===== src/design/mbm_div.sv =====
`timescale 1ns / 1ps

// Restoring unsigned divider, one quotient bit per cycle.
module mbm_div (
  input  logic         clk,
  input  logic         rst_n,
  input  logic         start,
  input  logic [127:0] num,
  input  logic [63:0]  den,
  output logic         busy,
  output logic [127:0] quo
);

  logic [127:0] nq_r;
  logic [63:0]  rem_r;
  logic [63:0]  den_r;
  logic [6:0]   cnt_r;
  logic         busy_r;

  logic [64:0]  rem_sh;
  logic         ge;

  assign rem_sh = {rem_r, nq_r[127]};
  assign ge     = rem_sh >= {1'b0, den_r};

  always_ff @(posedge clk) begin
    if (!rst_n) begin
      busy_r <= 1'b0;
      cnt_r  <= '0;
    end else if (start) begin
      busy_r <= 1'b1;
      cnt_r  <= 7'd127;
      nq_r   <= num;
      rem_r  <= '0;
      den_r  <= den;
    end else if (busy_r) begin
      rem_r <= ge ? 64'(rem_sh - {1'b0, den_r}) : rem_sh[63:0];
      nq_r  <= {nq_r[126:0], ge};
      cnt_r <= cnt_r - 7'd1;
      if (cnt_r == 7'd0) begin
        busy_r <= 1'b0;
      end
    end
  end

  assign busy = busy_r;
  assign quo  = nq_r;

endmodule


===== config.mk =====
export PLATFORM = sky130hd
export DESIGN_NAME = mbm_div
export DESIGN_NICKNAME = d
export VERILOG_FILES = /design/src/design/mbm_div.sv
export SDC_FILE = /design/constraint.sdc
export NUM_CORES = 1
export LEC_CHECK = 0
export BUFFER_PORTS_ARGS = -buffer_cell sky130_fd_sc_hd__buf_2
export CAP_MARGIN = 20
export CORE_MARGIN = 2
export CORE_UTILIZATION = 50
export DETAILED_ROUTE_END_ITERATION = 8
export PLACE_DENSITY = 0.74
export SLEW_MARGIN = 40
export SYNTH_ARGS = -nofsm -noshare
export SYNTH_HDL_FRONTEND = slang
export SYNTH_SLANG_ARGS = --single-unit

===== constraint.sdc =====
create_clock -name clk -period 12.4 [get_ports clk]
set_clock_uncertainty 0.15 [all_clocks]
set_input_delay 3.72 -clock clk [delete_from_list [all_inputs] [get_ports clk]]
set_output_delay 3.72 -clock clk [all_outputs]
set_load 0.01 [all_outputs]

==> results.json <==
{
  "min_period_over_period_pct": 47.2,
  "drv.max_cap_violation_count": 0,
  "status": "complete, no violations",
  "globalRouteOverflowTotal": 0,
  "placement.io_buffers": 323,
  "post_synth_and_or_nand_nor_area_fraction_pct": 9.53,
  "mappedNetlistNets": 1551,
  "worst_pin_slew_ns": 0.789,
  "clk_path_buf_depth": 3,
  "synthXorXnorAreaFrac_pct": 3.68,
  "fp.dieArea_um2": 30900,
  "crit_path_start_kind": "input pin",
  "layout_commonest_cell": "sky130_fd_sc_hd__buf_2",
  "synth_edf_count": 256,
  "post-route-drc-count": 0,
  "yosysWarnings": 0,
  "synth-async-reset-ratio_pct": 0,
  "end_kind": "register",
  "fin_setup_tns_ns": 0,
  "post_synth.cell_area_avg_um2": 11.5,
  "maxClockFrequency_ghz": 0.171,
  "critPathArrivalTime_ns": 5.89,
  "antenna_found_initial": 16,
  "netlist_instances": 1289,
  "clkSlewWorstSetupHoldPaths_ns": 0.06,
  "post_cts_resize_count": 0,
  "synth.cell_area_um2": 14800,
  "synth_compound_area_share_pct": 13.9,
  "drtIter0Drc": 642,
  "postSynthRegisterBits": 264,
  "detailed_place.area_um2": 16700,
  "avgRoutedWirePerCell_um": 18.9,
  "clock_insertion_delay_worst_skew_ns": 0.60,
  "viasPerCell": 5.56,
  "finalMaxSlewViolations": 0,
  "total_wirelength_um": 37700,
  "grt_start_max_net_pins": 111,
  "power_per_cell_area_nw_per_um2": 150,
  "hold_path.class": "register to register",
  "final_cell_count_no_fill": 1999,
  "root_buffer": "sky130_fd_sc_hd__clkbuf_16",
  "gp_congestion": 0.879,
  "vias": 11100,
  "placeableCoreArea_um2": 28900,
  "setup-violations-final": 0,
  "die_outline_height_um": 176,
  "area_occupied_by_multi_input_gates_um2": 6320,
  "grt_setup_unrepaired": "false",
  "yosys_cell_types": 68,
  "timing.max_slew.rel_slack_pct": 47.4,
  "numCtsBuffers": 30,
  "grt_pass1_vias": 11100,
  "global_route_wire_length_before_repair_um": 58700,
  "cts.repair_timing.setup_buffer_count": 0,
  "initial_utilization_pct": 51.1,
  "top_library_cells_by_usage_in_the_layout_fill_and_taps_aside": "sky130_fd_sc_hd__buf_2 (322), sky130_fd_sc_hd__edfxtp_1 (256), sky130_fd_sc_hd__nand2_1 (156)",
  "synth_top_family_by_area": "compound AO/OA/AOI/OAI gates",
  "cts_num_sinks": 264,
  "ys.flop_type": "sky130_fd_sc_hd__edfxtp_1",
  "number_of_placed_instances_taps_included": 1936,
  "post-dp-hpwl_um": 27500,
  "layout.area.seq_um2": 7850,
  "grt_usage_pct": 23.9,
  "final_layout_size_suffix_gt1_share_pct": 33.3,
  "worst-path-max-fanout": 110,
  "hold_viol_final": 0,
  "nFillCells": 2389,
  "power.leakage_nw": 7.34,
  "die_w_um": 176,
  "first_pass_iters": 4,
  "drt.antenna.violating_nets": 0,
  "layout-area-overhead-vs-synth_pct": 20.0,
  "cts.hold.buffers_added": 0,
  "numnets_final": 1846,
  "timing.critical_path.required_ns": 12.44,
  "ctsHtreeMaxLevel": 1,
  "sequential_share_of_the_synthesized_area_pct": 53.1,
  "final_design_area_excluding_fillers_um2": 17700,
  "muxShareOfSynthArea_pct": 9.82,
  "min_period_ns": 5.85,
  "design.portCount": 324,
  "cts_tree": "built",
  "peakVddDrop_mv": 0.129,
  "core.rowCount": 62,
  "synthesized_area_fraction_occupied_by_adder_cells_pct": 5.72,
  "timing.setup.critical_path_class": "input pin to register"
}
==> per-stage QoR <==
| stage | hold slack, ns | total power [mW] | utilization (%) | setup WS, ns |
|---|---|---|---|---|
| 6_report | 0.413 | 2.66 | 61.3 | 6.55 |
| 5_1_grt | 0.440 | 2.78 | 61.2 | 6.34 |
| 4_1_cts | 0.416 | 2.68 | 61.2 | 6.49 |
| 3_5_place_dp | 0.403 | 1.73 | 57.5 | 5.88 |
| 3_3_place_gp | 0.401 | 1.72 | 57.5 | 5.55 |
| 2_1_floorplan | 0.366 | 1.57 | - | 3.43 |
==> layer usage <==
layer / vias up / share of wire [%] / routed length [um] / track usage [%]
met5: - / 0.29 / 108 / 0
met4: 16 / 3.7 / 1390 / 8.20
met3: 99 / 8.1 / 3060 / 7.73
met2: 362 / 48 / 18100 / 40.0
met1: 5287 / 40 / 15100 / 29.2
li1: 5354 / - / - / -
==> flip-flops by register name, summed over array words and instances, names as in the netlist <==
signal  flops
rem_r      64
quo       128
den_r      64
cnt_r       7
busy        1
==> area by class of cell <==
type	instances	share of cell area (%)
flip-flops and latches	264	44.3
multi-input cells	873	35.6
repair buffers	329	9.45
clock buffers	33	4.30
well taps	384	2.71
inverters	86	1.86
clock inverters	23	1.70
diodes	7	0.0988
==> critical path: stages <==
cell and delay, ns:
sky130_fd_sc_hd__buf_6 0.41, sky130_fd_sc_hd__o21ai_0 0.38, sky130_fd_sc_hd__inv_8 0.63, sky130_fd_sc_hd__buf_6 0.69
==> power breakdown <==
group	leakage [nW]	internal [mW]	total, mW	switching [mW]
clock network	0.514	0.570	0.945	0.374
registers	2.51	1.07	1.11	0.0366
logic	4.31	0.252	0.607	0.355
==> path summary, 6_finish.rpt <==
check / start / endpoint / slack, ns / cells past startpoint
setup / recovery: start / rem_r[24] / 6.55 / 4
hold / removal: cnt_r[6] / busy / 0.41 / 2
setup reg to reg: rem_r[19] / rem_r[21] / 8.04 / 12
hold reg to reg: cnt_r[6] / busy / 0.41 / 2
==> kinds of logic (layout without fill, tap and decap cells) <==
logic type,Yosys count,after routing
compound gates,306,306
xor+xnor,62,62
mux,129,129
fa+ha+maj,67,67
simple gates,309,309
flops,264,264
other cells,0,7
buf+inv,152,471
==> synthesized netlist by cell type (3+ instances only) <==
cell type / instances / area share [%]
sky130_fd_sc_hd__buf_2: 11 / 0.37
sky130_fd_sc_hd__clkbuf_1: 48 / 1.2
sky130_fd_sc_hd__a31oi_1: 9 / 0.38
sky130_fd_sc_hd__xnor2_1: 35 / 2.1
sky130_fd_sc_hd__o41ai_1: 4 / 0.24
sky130_fd_sc_hd__a221oi_1: 3 / 0.18
sky130_fd_sc_hd__a21o_1: 28 / 1.4
sky130_fd_sc_hd__ha_1: 66 / 5.6
sky130_fd_sc_hd__a211o_1: 4 / 0.24
sky130_fd_sc_hd__buf_6: 3 / 0.23
sky130_fd_sc_hd__inv_1: 86 / 2.2
sky130_fd_sc_hd__nand3_1: 12 / 0.41
sky130_fd_sc_hd__o21ai_1: 4 / 0.14
sky130_fd_sc_hd__dfxtp_1: 8 / 1.1
sky130_fd_sc_hd__nand4_1: 24 / 1.0
sky130_fd_sc_hd__nor4_1: 4 / 0.17
sky130_fd_sc_hd__o21bai_1: 13 / 0.66
sky130_fd_sc_hd__or3_1: 5 / 0.21
sky130_fd_sc_hd__and2_1: 8 / 0.34
sky130_fd_sc_hd__a21oi_1: 120 / 4.1
sky130_fd_sc_hd__and3_1: 4 / 0.17
sky130_fd_sc_hd__nor2b_1: 8 / 0.34
sky130_fd_sc_hd__o21a_1: 19 / 0.97
sky130_fd_sc_hd__o21ai_0: 38 / 1.3
sky130_fd_sc_hd__and4_1: 5 / 0.30
sky130_fd_sc_hd__a211oi_1: 11 / 0.56
sky130_fd_sc_hd__mux2_2: 128 / 9.8
sky130_fd_sc_hd__a21boi_0: 4 / 0.20
sky130_fd_sc_hd__buf_4: 3 / 0.15
sky130_fd_sc_hd__o31ai_1: 5 / 0.25
sky130_fd_sc_hd__a211oi_2: 10 / 0.85
sky130_fd_sc_hd__nand2_1: 156 / 4.0
sky130_fd_sc_hd__xor2_1: 27 / 1.6
sky130_fd_sc_hd__o221ai_1: 3 / 0.18
sky130_fd_sc_hd__nor2_1: 51 / 1.3
sky130_fd_sc_hd__nor3_1: 18 / 0.61
sky130_fd_sc_hd__edfxtp_1: 256 / 52
sky130_fd_sc_hd__o211ai_1: 5 / 0.25
Power figures use the tool's default switching activity.
